===== src/rtl/utf8v_pkg.sv =====
`default_nettype none

package utf8v_pkg;

   localparam int unsigned MAX_STRING_BYTES = 65535;
   // byte index at which a string counts as too long
   localparam logic [15:0] POS_LIMIT =
      16'((MAX_STRING_BYTES < 65535) ? MAX_STRING_BYTES : 65535);

   localparam logic [30:0] CP_TOP       = 31'h0011_0000;
   localparam logic [30:0] SURR_MASK    = 31'h7FFF_F800;
   localparam logic [30:0] SURR_BASE    = 31'h0000_D800;
   localparam logic [30:0] NONCHAR_LO   = 31'h0000_FDD0;
   localparam logic [30:0] NONCHAR_HI   = 31'h0000_FDEF;
   localparam logic [30:0] NONCHAR_MASK = 31'h0000_FFFE;

   localparam logic [30:0] LEN2_MIN = 31'h0000_0080;
   localparam logic [30:0] LEN3_MIN = 31'h0000_0800;
   localparam logic [30:0] LEN4_MIN = 31'h0001_0000;
   localparam logic [30:0] LEN5_MIN = 31'h0020_0000;
   localparam logic [30:0] LEN6_MIN = 31'h0400_0000;

   typedef struct packed {
      logic [2:0] len;
      logic [7:0] mask;
   } lead_type;

   // shortest encoding length of a code point
   function automatic logic [2:0] min_len(input logic [30:0] cp);
      logic [2:0] n;
      if (cp < LEN2_MIN)      n = 3'd1;
      else if (cp < LEN3_MIN) n = 3'd2;
      else if (cp < LEN4_MIN) n = 3'd3;
      else if (cp < LEN5_MIN) n = 3'd4;
      else if (cp < LEN6_MIN) n = 3'd5;
      else                    n = 3'd6;
      return n;
   endfunction

   function automatic logic cp_allowed(input logic [30:0] cp);
      return (cp < CP_TOP) &&
             ((cp & SURR_MASK) != SURR_BASE) &&
             ((cp < NONCHAR_LO) || (cp > NONCHAR_HI)) &&
             ((cp & NONCHAR_MASK) != NONCHAR_MASK);
   endfunction

   // len of zero marks a byte that cannot start a character
   function automatic lead_type lead_decode(input logic [7:0] c);
      lead_type d;
      if (c[7] == 1'b0)                d = '{3'd1, 8'h7F};
      else if (c[7:5] == 3'b110)       d = '{3'd2, 8'h1F};
      else if (c[7:4] == 4'b1110)      d = '{3'd3, 8'h0F};
      else if (c[7:3] == 5'b11110)     d = '{3'd4, 8'h07};
      else if (c[7:2] == 6'b111110)    d = '{3'd5, 8'h03};
      else if (c[7:1] == 7'b1111110)   d = '{3'd6, 8'h01};
      else                             d = '{3'd0, 8'h00};
      return d;
   endfunction

endpackage

`default_nettype wire


===== src/rtl/utf8_stream_validator.sv =====
// a request is registered on accept; a string's result is registered into the result
//    register when the string's last byte leaves the input register
// throughput: one byte per cycle; only a last byte waits on a full result register
// reset (synchronous, active high) clears all string state and both valid flags
`default_nettype none

module utf8_stream_validator (
   input  wire logic        clock,
   input  wire logic        reset,
   input  wire logic        req_tvalid,
   output logic             req_tready,
   input  wire logic [7:0]  req_tdata,   // [7:0] data_byte
   input  wire logic        req_tlast,   // last_byte
   output logic             rsp_tvalid,
   input  wire logic        rsp_tready,
   output logic [15:0]      rsp_tdata,   // [15:0] valid_prefix_length
   output logic             rsp_tuser    // [0] is_valid
);

   logic        req_valid_ff, req_valid_in;
   logic [7:0]  req_data_ff;
   logic        req_last_ff;

   logic        failed_ff, failed_in;
   logic [2:0]  bytes_left_ff, bytes_left_in;
   logic [2:0]  seq_len_ff, seq_len_in;
   logic [30:0] code_point_ff, code_point_in;
   logic [15:0] byte_pos_ff, byte_pos_in;
   logic [15:0] char_start_ff, char_start_in;

   logic        rsp_valid_ff, rsp_valid_in;
   logic        rsp_is_valid_ff;
   logic [15:0] rsp_length_ff;

   logic        advance;
   logic        take_req;
   logic        fin_failed;
   logic [15:0] fin_length;

   // a byte leaves the input register unless it is a last byte facing a full result that is not being taken
   assign advance    = req_valid_ff && (!req_last_ff || !rsp_valid_ff || rsp_tready);
   assign req_tready = !req_valid_ff || advance;
   assign take_req   = req_tvalid && req_tready;

   always_comb begin
      utf8v_pkg::lead_type lead;
      logic                finish;
      logic [2:0]          fail_left;
      lead          = utf8v_pkg::lead_decode(req_data_ff);
      finish        = 1'b0;
      fail_left     = bytes_left_ff;
      failed_in     = failed_ff;
      bytes_left_in = bytes_left_ff;
      seq_len_in    = seq_len_ff;
      code_point_in = code_point_ff;
      byte_pos_in   = byte_pos_ff;
      char_start_in = char_start_ff;
      if (!failed_ff) begin
         if (byte_pos_ff >= utf8v_pkg::POS_LIMIT) begin
            if (bytes_left_ff == 3'd0) begin
               char_start_in = byte_pos_ff;
            end
            failed_in = 1'b1;
         end else if (bytes_left_ff == 3'd0) begin
            char_start_in = byte_pos_ff;
            if (req_data_ff == 8'h00 || lead.len == 3'd0) begin
               failed_in = 1'b1;
            end else begin
               seq_len_in    = lead.len;
               code_point_in = {23'd0, req_data_ff & lead.mask};
               bytes_left_in = lead.len - 3'd1;
               finish        = (lead.len == 3'd1);
               byte_pos_in   = byte_pos_ff + 16'd1;
            end
         end else begin
            if (req_data_ff[7:6] != 2'b10) begin
               failed_in = 1'b1;
            end else begin
               code_point_in = {code_point_ff[24:0], req_data_ff[5:0]};
               bytes_left_in = bytes_left_ff - 3'd1;
               finish        = (bytes_left_in == 3'd0);
               byte_pos_in   = byte_pos_ff + 16'd1;
            end
         end
         if (finish && ((utf8v_pkg::min_len(code_point_in) != seq_len_in) ||
                        !utf8v_pkg::cp_allowed(code_point_in))) begin
            failed_in = 1'b1;
         end
      end
      fail_left  = bytes_left_in;
      // an unfinished character at the end fails the string
      fin_failed = failed_in || (fail_left != 3'd0);
      fin_length = fin_failed ? char_start_in : byte_pos_in;
   end

   always_comb begin
      req_valid_in = take_req ? 1'b1 : (advance ? 1'b0 : req_valid_ff);
      if (advance && req_last_ff) begin
         rsp_valid_in = 1'b1;
      end else if (rsp_tready) begin
         rsp_valid_in = 1'b0;
      end else begin
         rsp_valid_in = rsp_valid_ff;
      end
   end

   always_ff @(posedge clock) begin
      if (reset) begin
         req_valid_ff  <= 1'b0;
         rsp_valid_ff  <= 1'b0;
         failed_ff     <= 1'b0;
         bytes_left_ff <= 3'd0;
         seq_len_ff    <= 3'd0;
         code_point_ff <= 31'd0;
         byte_pos_ff   <= 16'd0;
         char_start_ff <= 16'd0;
      end else begin
         req_valid_ff <= req_valid_in;
         rsp_valid_ff <= rsp_valid_in;
         if (advance) begin
            if (req_last_ff) begin
               // string done, start the next one clean
               failed_ff     <= 1'b0;
               bytes_left_ff <= 3'd0;
               seq_len_ff    <= 3'd0;
               code_point_ff <= 31'd0;
               byte_pos_ff   <= 16'd0;
               char_start_ff <= 16'd0;
            end else begin
               failed_ff     <= failed_in;
               bytes_left_ff <= bytes_left_in;
               seq_len_ff    <= seq_len_in;
               code_point_ff <= code_point_in;
               byte_pos_ff   <= byte_pos_in;
               char_start_ff <= char_start_in;
            end
         end
      end
   end

   always_ff @(posedge clock) begin
      if (take_req) begin
         req_data_ff <= req_tdata;
         req_last_ff <= req_tlast;
      end
      if (advance && req_last_ff) begin
         rsp_is_valid_ff <= !fin_failed;
         rsp_length_ff   <= fin_length;
      end
   end

   assign rsp_tvalid = rsp_valid_ff;
   assign rsp_tdata  = rsp_length_ff;
   assign rsp_tuser  = rsp_is_valid_ff;

`ifndef SYNTHESIS
   a_clear_after_last: assert property (@(posedge clock) disable iff (reset)
      (advance && req_last_ff) |=> (byte_pos_ff == 16'd0 && !failed_ff &&
                                    bytes_left_ff == 3'd0))
      else $error("string state not cleared after last byte");

   a_left_below_len: assert property (@(posedge clock) disable iff (reset)
      (bytes_left_ff != 3'd0) |-> (bytes_left_ff < seq_len_ff))
      else $error("continuation count exceeds character length");

   a_valid_nonempty: assert property (@(posedge clock) disable iff (reset)
      (rsp_valid_ff && rsp_is_valid_ff) |-> (rsp_length_ff != 16'd0))
      else $error("valid verdict with empty prefix");

   a_hold_when_idle: assert property (@(posedge clock) disable iff (reset)
      !advance |=> $stable(byte_pos_ff) && $stable(failed_ff))
      else $error("string state moved without a byte");
`endif

endmodule

`default_nettype wire

===== config.mk =====
export PLATFORM = sky130hd
export DESIGN_NAME = utf8_stream_validator
export DESIGN_NICKNAME = d
export VERILOG_FILES = /design/src/rtl/utf8v_pkg.sv /design/src/rtl/utf8_stream_validator.sv
export SDC_FILE = /design/constraint.sdc
export NUM_CORES = 1
export LEC_CHECK = 0
export BUFFER_PORTS_ARGS = -buffer_cell sky130_fd_sc_hd__buf_4
export CORE_MARGIN = 3
export CORE_UTILIZATION = 52
export DETAILED_ROUTE_END_ITERATION = 7
export GPL_ROUTABILITY_DRIVEN = 0
export GPL_TIMING_DRIVEN = 0
export HOLD_SLACK_MARGIN = 0.08
export PLACE_DENSITY = 0.73
export RECOVER_POWER = 50
export SLEW_MARGIN = 20
export SYNTH_ARGS = -nofsm -noshare
export SYNTH_HDL_FRONTEND = slang
export SYNTH_SLANG_ARGS = --single-unit

===== constraint.sdc =====
create_clock -name clock -period 4.2 [get_ports clock]
set_clock_uncertainty 0.1 [all_clocks]
set_input_delay 0.84 -clock clock [delete_from_list [all_inputs] [get_ports clock]]
set_output_delay 0.84 -clock clock [all_outputs]
set_load 0.01 [all_outputs]

==> results of run 1 <==
## worst min-delay path, cell delays in order (launching register included)
cell,delay (ns)
dfxtp_1,0.33
a22oi_1,0.07
nor2_1,0.07
## cell usage after synthesis, drive strengths merged (4+ instances only)
cell type / count
nor2b: 4
mux2: 5
a22oi: 57
o21ai: 33
and3: 8
a21oi: 39
or2: 4
nor4: 9
or3: 6
nand3: 22
clkbuf: 37
mux2i: 13
inv: 14
nor3: 16
nor2: 106
a31oi: 6
a21boi: 5
buf: 7
dfxtp: 72
and2: 7
ha: 7
o221a: 9
edfxtp: 26
a211oi: 6
nand4: 12
nand2b: 6
o22ai: 8
nand2: 33
## power by group through the flow
| stage | registers (mW) | logic (mW) | clock network, mW |
|---|---|---|---|
| detailed placement | 1.02 | 0.314 | 0 |
| global placement | 1.02 | 0.312 | 0 |
| CTS | 1.00 | 0.346 | 0.683 |
| global route | 1.00 | 0.429 | 0.727 |
| finish | 1.00 | 0.400 | 0.679 |
| floorplan | 1.02 | 0.224 | 0 |
## cell families (layout without fill, tap and decap cells)
kind of cell,count (synthesis),count (layout)
DFF,98,98
buffers and inverters,58,131
xor gates and xnor gates,4,4
adders and majority gates,7,7
AOI/OAI and AO/OA,192,192
muxes,18,18
and+or+nand+nor,245,245
## cells in the final DEF, fill, tap and decap left out, drive strengths merged, types with 5 or more instances in the layout
master  netlist  routed
dfxtp        72      72
o221a         9       9
clkbuf       37      71
buf           7      43
nor2        106     106
o22ai         8       8
a21boi        5       5
nand3        22      22
or3           6       6
a211oi        6       6
and2          7       7
mux2          5       5
o21ai        33      33
nor4          9       9
a22oi        57      57
nand2b        6       6
inv          14      14
a31oi         6       6
nor3         16      16
edfxtp       26      26
nand2        33      33
a21oi        39      39
and3          8       8
nand4        12      12
mux2i        13      13
ha            7       7
## cell type report
cell class | instances | area [um^2] | area share (%)
Buffer | 37 | 181 | 2.83
Sequential cell | 98 | 2230 | 34.8
Timing Repair Buffer | 64 | 413 | 6.44
Tap cell | 133 | 166 | 2.59
Clock buffer | 13 | 181 | 2.83
Multi-Input combinational cell | 466 | 3140 | 49.0
Inverter | 14 | 52.6 | 0.819
Clock inverter | 3 | 43.8 | 0.683
## per-layer routing
layer	vias to the layer above	track usage (%)	part of all wire [%]
li1	2462	-	-
met1	2510	32.5	39
met2	303	43.3	47
met3	88	4.39	8.6
met4	0	12.7	5.1
met5	-	0	0
## final timing paths
path	end	slack (ns)
max	rsp_tdata[3]	-0.04
min	char_start_ff[14]	0.40
max reg2reg	rsp_tdata[3]	-0.04
min reg2reg	char_start_ff[14]	0.40
## repair_timing
item	in CTS	in global routing
setup endpoints to repair	26	20
buffers inserted	13	21
pin swaps	12	22
resized for setup	37	49
## through the flow
stage                     hold WS, ns  utilization [%]  total power, mW
after floorplan                 0.354                -             1.25
after CTS                       0.405             62.4             2.03
after global placement          0.372             57.8             1.34
final                           0.403             65.3             2.08
after detailed placement        0.379             57.8             1.34
after global routing            0.427             65.3             2.16
## sequential cells by signal, summed over array words and instances (netlist names), 3 cells and up
signal and flops:
bytes_left_ff 3, rsp_tdata 16, code_point_ff 31, byte_pos_ff 16
char_start_ff 16, seq_len_ff 3, req_data_ff 8
==> run metrics, run 1 <==
Net count, final=710; combinational power share=between 10% and 20%; TritonCTS buffer count=9; Post-synth ARST share=0%; hold depth=2; crit-path max cell delay=0.51 ns; Setup Viol. Count Final=5; cts hold-fix bufs=0; DRC=0; critical path buffer and inverter count=0; IO buf count=30; critical path depth=14; Worst-path clk slew=~0.1 ns; Die Y-Extent=107 um; Core Rows=36; VDD IR-drop max=0.000190 V; dpl hpwl=10.1 mm; Tcrit/Tclk final=101%; Vias/cell=6.48; Setup crit start=req_data_ff[5]; Switching Share=28.0%; Synth Area in XOR/XNOR=less than 1%; Clock Tree Buf Depth=2; H-tree levels=3; worst reg2reg path startpoint=req_data_ff[5]; CTS tree=built; fill count=between 800 and 900; Synth top area share=27.4%; worst path required time=4.25 ns; Crit. End Element=flip-flop; die area=around 11000 um^2; Syn Std Cell Area=between 5000 and 6000 um^2; layout cells sized above 1=20.3%; critical path type=reg2reg; hold path start=char_start_ff[14]; post-DR wirelength/cell=~19 um; syn nets=642; initial antenna violation count=0; Non-Filler Instances=828; share of power burned in registers=48.2%; first-pass GRT wire length=24.1 mm; Synth area leaders=dfxtp_1 27%, edfxtp_1 15%, a22oi_1 8.1%; slowest stage cell, crit path=edfxtp_1; vias in the first global route=~5000; Most used DFF post-synth=dfxtp_1; main combinational cell family by area after synthesis=compound AO/OA/AOI/OAI gates; Top Ports=32; grt ovf=0; NetSw=0.583 mW; Startpoint Class=flip-flop; post-synthesis mux area share=3.62%; synthesis-to-layout area growth=21.9%; Worst Hold Class=reg2reg; Internal Pwr Total=1.50 mW; largest net degree at the start of global routing=20; CTS root buffer=clkbuf_8; die width=107 um; DRT Wirelength=around 16 mm; 1st-iter DRT viols=506; clock share of power=about a third; Yosys reg bits=slightly below 100; Arr. time, crit path=4.29 ns; leading area contributor after synthesis=dfxtp_1; Post-synth EDFFs=26; minimum clock period=4.24 ns; Final Max Slew Viols=0; Synth Area in Simple Gates=22.3%; yosys warns=0; Mapped Cells=roughly 620; Total GRT Usage=about 26%; total number of vias=5363; Max Cap Viol=0; Initial Utilization=53.6%; Placed Instance Area=5680 um^2; core area=9820 um^2; Reg2Reg Depth=14; Clk Latency, worst-skew pair=0.39 ns; post-synthesis sequential area ratio=42.2%; worst-margin pin slew=1.06 ns; RSZ-0062 raised after global routing=true; setup_tns=-0.0977 ns; worst-path cell chain=nand2_2 -> a311o_1 -> ha_4 -> nor3b_4 -> a21boi_4 -> nand2_4 -> mux2_4 -> and3_1 -> a22o_1 -> nor4_4 -> a31oi_4 -> nor2_4 -> mux2_2 -> o221a_2; maximum clock rate=236 MHz; Pre-antenna DRT Iters=5; Routed Antenna Nets=0; worst slack at placement=-0.518 ns; Leakage=2.26 nW; Synth cell types=67; final count of hold timing violations=0; Synth Area per Inst=between 8 and 9 um^2; CP Max Fanout=7; Post-Synth Adder-Cell Area=1.67%; failing checks=negative setup slack; final setup margin=-0.0426 ns; Inst Count DP=approximately 790; design area=~6400 um^2; Power Dens Cells=324 nW/um^2; clock sinks=98; Compound-Gate Fraction of Synth Area=25.0%; status=complete, but fails checks; Antenna Cells=0; normalized max-slew margin=28.9%; CP delay by family, top=compound AO/OA/AOI/OAI gates
Note: power is estimated with default switching activity, not from simulation.
==> inputs of run 2 (changes only) <==
--- a/config.mk
+++ b/config.mk
@@ -6,6 +6,7 @@
 export NUM_CORES = 1
 export LEC_CHECK = 0
 export BUFFER_PORTS_ARGS = -buffer_cell sky130_fd_sc_hd__buf_4
+export CORE_ASPECT_RATIO = 0.7
 export CORE_MARGIN = 3
 export CORE_UTILIZATION = 52
 export DETAILED_ROUTE_END_ITERATION = 7
==> run 2 against run 1 <==
Net effect: the run still ends with negative setup slack left; setup slack got worse by 0.24 ns; power is 11% higher; flip-flop and latch count stayed put; global-route usage grew 2.6 points; sequential share of layout area shrank 0.89 points; combinational power grew 21%; core utilization rose by 1.9 points; clock-buffer cell count is 3 lower.
==> run metrics, run 2 (synthesis gave the netlist of run 1 again) <==
status=complete, but fails checks; failing checks=negative setup slack; Die Y-Extent=90.1 um (-15%); maximum clock rate=223 MHz (-5.4%); Max Cap Viol=0 (unchanged); Pre-antenna DRT Iters=7 (+2); layout cells sized above 1=19.7% (-0.55 points); DRC=0 (unchanged); total number of vias=5581 (+4.1%); most common cell after layout, fill and taps aside=nor2_1; H-tree levels=3 (unchanged); normalized max-slew margin=33.0% (+4.2 points); Clk Latency, worst-skew pair=0.35 ns (-0.04 ns); critical path type=reg2reg; Non-Filler Instances=822 (-0.72%); Startpoint Class=flip-flop; core area=9760 um^2 (-0.61%); Top Ports=32 (unchanged); Initial Utilization=53.9% (+0.33 points); Final Util=67.3% (+1.9 points); R2R Setup Slk=-0.28 ns (-0.24 ns); total power draw=2.32 mW (+11%); Worst Hold Class=reg2reg; CP Max Fanout=10 (+3); dpl hpwl=11.2 mm (+11%); Setup Viol. Count Final=17 (+12); DRT Wirelength=17.3 mm (+12%); worst-path cell chain=nand2_1 -> o21ai_2 -> inv_2 -> ha_4 -> ha_4 -> buf_4 -> a211o_4 -> a21oi_4 -> buf_4 -> mux2_2 -> o2111ai_1 -> nor4bb_1 -> o2111ai_2 -> a31oi_4 -> nor2_4 -> buf_8 -> buf_4 -> clkbuf_16 -> nand2_1 -> o21ai_0; die width=126 um (+18%); largest net degree at the start of global routing=20 (unchanged); TritonCTS buffer count=9 (unchanged); worst-margin pin slew=0.998 ns (-0.0619 ns); commonest cells after routing, fill and taps aside=104 x nor2_1, 70 x dfxtp_1, 54 x a22oi_1; Net count, final=709 (-0.14%); worst slack at placement=-0.703 ns (-0.185 ns); synthesis-to-layout area growth=24.8%; Routed Antenna Nets=0 (unchanged); Inst Count DP=780 (-0.64%); VDD IR-drop max=0.000229 V (+20%); Final Max Slew Viols=0 (unchanged); IO buf count=30 (unchanged); vias in the first global route=5042 (-0.34%); Arr. time, crit path=4.48 ns (+0.19 ns); RSZ-0062 raised after global routing=true; Vias/cell=6.79 (+4.8%); Crit. End Element=flip-flop; post-DR wirelength/cell=21.1 um (+12%); Antenna Cells=0 (unchanged); cts hold-fix bufs=0 (unchanged); die area=11400 um^2 (+0.17%); Leakage=2.31 nW (+2.3%); Tcrit/Tclk final=107% (+5.8 points); CTS root buffer=clkbuf_16; Power Dens Cells=353 nW/um^2 (+8.7%); CP delay by family, top=compound AO/OA/AOI/OAI gates; initial antenna violation count=0 (unchanged); Biggest register=code_point_ff; Worst path most repeated cell=buf_4; slowest stage cell, crit path=edfxtp_1; crit-path max cell delay=0.53 ns (+0.02 ns); grt ovf=0 (unchanged); CTS tree=built; critical path buffer and inverter count=6 (+6); Clock Tree Buf Depth=2 (unchanged); worst path required time=4.20 ns (-0.05 ns); Total GRT Usage=28.5% (+2.6 points); clock sinks=98 (unchanged); first-pass GRT wire length=26.3 mm (+9.1%); minimum clock period=4.48 ns (+0.242 ns); final count of hold timing violations=0 (unchanged); final setup margin=-0.285 ns (-0.242 ns); flip-flop count of the largest register after layout=31 (unchanged); Worst-path clk slew=0.07 ns (-0.03 ns); Core Rows=30 (-17%); 1st-iter DRT viols=1029 (+100%)
## run 2: cell count changes in the layout (fill, tap and decap cells not counted), moves of 3 or more
cell / change
buf_8: +3
clkbuf_8: -9
clkbuf_16: +9
buf_4: -14
buf_6: +5
dfxtp_1: +3
## run 2: worst reg2reg max path, delay by kind of cell (launching register included)
kind | cells | cell delay, ns
AND/OR/NAND/NOR | 4 | 0.73
AO/OA/AOI/OAI | 7 | 1.56
buffers and inverters | 6 | 0.83
adder cells (fa/ha/maj) | 2 | 0.33
flip-flops | 1 | 0.53
multiplexers | 1 | 0.16
## run 2: final timing paths
| check | endpoint | cells past startpoint | start |
|---|---|---|---|
| worst min-delay path | char_start_ff[12] | 2 | char_start_ff[12] |
| worst max-delay path | rsp_tdata[15] | 20 | req_data_ff[5] |
| worst min register to register | char_start_ff[12] | 2 | char_start_ff[12] |
| worst max register to register | rsp_tdata[15] | 20 | req_data_ff[5] |
## run 2: cell type report
cell class / count / area, um^2
plain buffers: 39 / 206
well taps: 128 / 160
fillers: 771 / 3200
multi-input cells: 466 / 3190
flip-flops and latches: 98 / 2230
repair buffers: 61 / 444
clock inverters: 6 / 58.8
inverters: 14 / 52.6
clock buffers: 10 / 229
## run 2: what timing repair did
action	in CTS	in global routing
endpoints found under the setup margin	27	22
pin swaps	15	24
cloned	0	2
endpoints found under the hold margin	0	0
setup buffers	16	13
resized for setup	59	40
## run 2: metrics by stage
step           hold WS, ns  instance area [um^2]  setup TNS (ns)
6_report             0.399                  6560           -3.67
5_1_grt              0.426                  6560           -4.55
4_1_cts              0.397                  6320          -0.577
3_5_place_dp         0.378                  5670          -13.65
3_3_place_gp         0.369                  5670          -11.06
2_1_floorplan        0.354                  5280               0
## run 2: per-layer routing
layer	track usage (%)	routed length, um
met5	0	0
met1	41.7	7300
met3	9.56	2460
met4	9.64	522
met2	39.2	7050
## run 2: where the power goes
part / total [mW] / switching (mW) / internal, mW
clock: 0.823 / 0.365 / 0.458
combinational: 0.485 / 0.281 / 0.204
sequential: 1.01 / 0.0155 / 0.992
total: 2.32 / 0.662 / 1.65
==> inputs of run 3 (changes only) <==
--- a/config.mk
+++ b/config.mk
@@ -13,7 +13,7 @@
 export GPL_ROUTABILITY_DRIVEN = 0
 export GPL_TIMING_DRIVEN = 0
 export HOLD_SLACK_MARGIN = 0.08
-export PLACE_DENSITY = 0.73
+export PLACE_DENSITY = 0.7
 export RECOVER_POWER = 50
 export SLEW_MARGIN = 20
 export SYNTH_ARGS = -nofsm -noshare
==> constraint.sdc (replaced) <==
create_clock -name clock -period 4.7 [get_ports clock]
set_clock_uncertainty 0.1 [all_clocks]
set_input_delay 0.94 -clock clock [delete_from_list [all_inputs] [get_ports clock]]
set_output_delay 0.94 -clock clock [all_outputs]
set_load 0.01 [all_outputs]
==> run 3 against run 2 <==
Net effect: the run now ends clean; critical path depth decreased by 3; clock power decreased by 12%; power decreased by 14%; worst hold slack got worse by 0.0021 ns; cell area decreased by 5.2%; combinational power decreased by 26%; first-iteration DRC count decreased by 23%; clock-buffer cell count unchanged; maximum frequency decreased by 3.9%; global-route usage decreased by 0.40 points; critical endpoint is now rsp_tdata[3].
==> run metrics, run 3 (synthesis gave the netlist of run 1 again) <==
crit path capture=rsp_tdata[3]; highest routed layer=met4; Worst-path clk slew=0.07 ns (about the same); Max Cap Viol=0 (unchanged); commonest cells after routing, fill and taps aside=104 x nor2_1, 71 x dfxtp_1, 54 x a22oi_1; final count of hold timing violations=0 (unchanged); layout cells sized above 1=15.2% (-4.6 points); DRC=0 (unchanged); Pre-antenna DRT Iters=8 (+1); cts hold-fix bufs=0 (unchanged); Clock Tree Buf Depth=2 (unchanged); most common cell after layout, fill and taps aside=nor2_1; critical path type=reg2reg; worst-margin pin slew=0.974 ns (-0.0242 ns); Die Y-Extent=90.1 um (unchanged); register area=2220 um^2 (-0.17%); first-pass GRT wire length=25.8 mm (-1.9%); H-tree levels=3 (unchanged); grt ovf=0 (unchanged); clock sinks=98 (unchanged); status=completed; initial antenna violation count=0 (unchanged); Final Max Slew Viols=0 (unchanged); core area=9760 um^2 (unchanged); dpl hpwl=11.3 mm (+1.0%); crit-path max cell delay=0.52 ns (about the same); Initial Utilization=53.9% (unchanged); Core Rows=30 (unchanged); VDD IR-drop max=0.000216 V (-5.6%); TritonCTS buffer count=9 (unchanged); R2R Setup Slk=0.03 ns (+0.32 ns); Final Hold Slack=0.397 ns (-0.00214 ns); DRT Wirelength=16.5 mm (-4.8%); flip-flop count of the largest register after layout=31 (unchanged); largest net degree at the start of global routing=20 (unchanged); Crit. End Element=flip-flop; Total GRT Usage=28.1% (-0.40 points); normalized max-slew margin=34.4% (+1.4 points); FF-to-FF End=rsp_tdata[3]; worst path required time=4.70 ns (+0.50 ns); Power Dens Cells=318 nW/um^2 (-9.7%); CTS root buffer=clkbuf_16; post-DR wirelength/cell=20.3 um (-3.7%); final setup margin=0.0325 ns (+0.317 ns); synthesis-to-layout area growth=18.3%; Clk Latency, worst-skew pair=0.35 ns (about the same); Routed Antenna Nets=0 (unchanged); metal3 WL=2.23 mm (-9.5%); CTS tree=built; total power draw=1.98 mW (-14%); Tcrit/Tclk final=99.3% (-7.5 points); Net count, final=700 (-1.3%); minimum clock period=4.67 ns (+0.183 ns); CP Max Fanout=8 (-2); total number of vias=5426 (-2.8%); Worst Hold Class=reg2reg; worst slack at placement=-0.780 ns (-0.0765 ns); vias in the first global route=4929 (-2.2%); die width=126 um (unchanged); multi-input gate area in the final layout=2990 um^2 (-6.2%); Top Ports=32 (unchanged); slowest stage cell, crit path=edfxtp_1; die area=11400 um^2 (unchanged); maximum clock rate=214 MHz (-3.9%); Reg2Reg Depth=17 (-15%); fill count=821 (+6.5%); WL met1=7.34 mm (+0.62%); Setup crit start=req_data_ff[7]; Biggest register=code_point_ff; Placed Instance Area=5650 um^2 (-0.42%); worst reg2reg path startpoint=req_data_ff[7]; IO buf count=30 (unchanged); Leakage=2.19 nW (-5.2%); Vias/cell=6.67 (-1.7%); Antenna Cells=0 (unchanged); design area=6220 um^2 (-5.2%); Setup Viol. Count Final=0 (-17); metal2 WL=6.57 mm (-6.8%); Startpoint Class=flip-flop; Arr. time, crit path=4.67 ns (+0.19 ns); 1st-iter DRT viols=790 (-23%); worst-path cell chain=nand2_1 -> a31oi_1 -> inv_1 -> ha_1 -> ha_1 -> nor3b_4 -> a21boi_4 -> nand2_4 -> mux2_2 -> and3_1 -> a22o_1 -> nor4_2 -> a31oi_2 -> buf_4 -> nor2_4 -> mux2_2 -> o221a_2
-- run 3: changes by cell type in the layout (fill, tap and decap cells not counted), moves of 3 or more --
cell,change
o21ai_0,+3
o21ai_1,-3
mux2_4,-3
buf_6,-6
mux2_2,+3
ha_4,-3
clkbuf_1,+3
-- run 3: per-layer routing --
metal / global-route usage (%) / up-vias
li1: - / 2430
met1: 42.2 / 2570
met2: 37.5 / 374
met3: 9.98 / 52
met4: 8.21 / 0
met5: 0 / -
-- run 3: final cells by class --
class	count	area share [%]
buffer	40	2.90
clock inverter	6	0.925
timing repair buffer	51	5.35
tap	128	2.57
sequential	98	35.7
inverter	14	0.845
clock buffer	10	3.68
multi-input combinational	466	48.0
-- run 3: critical path, delay by kind of cell, from the launching register on --
kind | cells | cell delay, ns
simple gates | 6 | 1.24
buf+inv | 2 | 0.29
fa+ha+maj | 2 | 0.50
compound gates | 5 | 1.06
mux | 2 | 0.70
flops | 1 | 0.52
-- run 3: per-stage QoR --
stage / util, % / TNS [ns] / instances
after floorplan: - / 0 / 622
after global routing: 63.8 / -0.216 / 813
after detailed placement: 57.8 / -14.39 / 780
final: 63.8 / 0 / 813
after CTS: 61.8 / 0 / 797
after global placement: 57.8 / -13.36 / 780
-- run 3: how the worst min path moves through the flow --
stage                                  from                 to  slack, ns  cells after the start
after global routing       code_point_ff[0]   code_point_ff[0]       0.44                      2
after floorplan            code_point_ff[0]   code_point_ff[0]       0.35                      2
after global placement    char_start_ff[14]  char_start_ff[14]       0.37                      2
after CTS                 char_start_ff[14]  char_start_ff[14]       0.40                      2
final                     char_start_ff[14]  char_start_ff[14]       0.40                      2
after detailed placement   code_point_ff[0]   code_point_ff[0]       0.37                      2
-- run 3: power by group --
part	internal, mW	switching, mW
combinational	0.135	0.224
sequential	0.887	0.0135
clock	0.408	0.314
-- run 3: repair_timing --
| item | CTS | global route |
|---|---|---|
| endpoints found under the setup margin | 26 | 19 |
| endpoints found under the hold margin | 0 | 0 |
| buffers inserted | 4 | 16 |
| gates cloned | 0 | 1 |
| pin swaps | 4 | 12 |
| resized for setup | 18 | 36 |
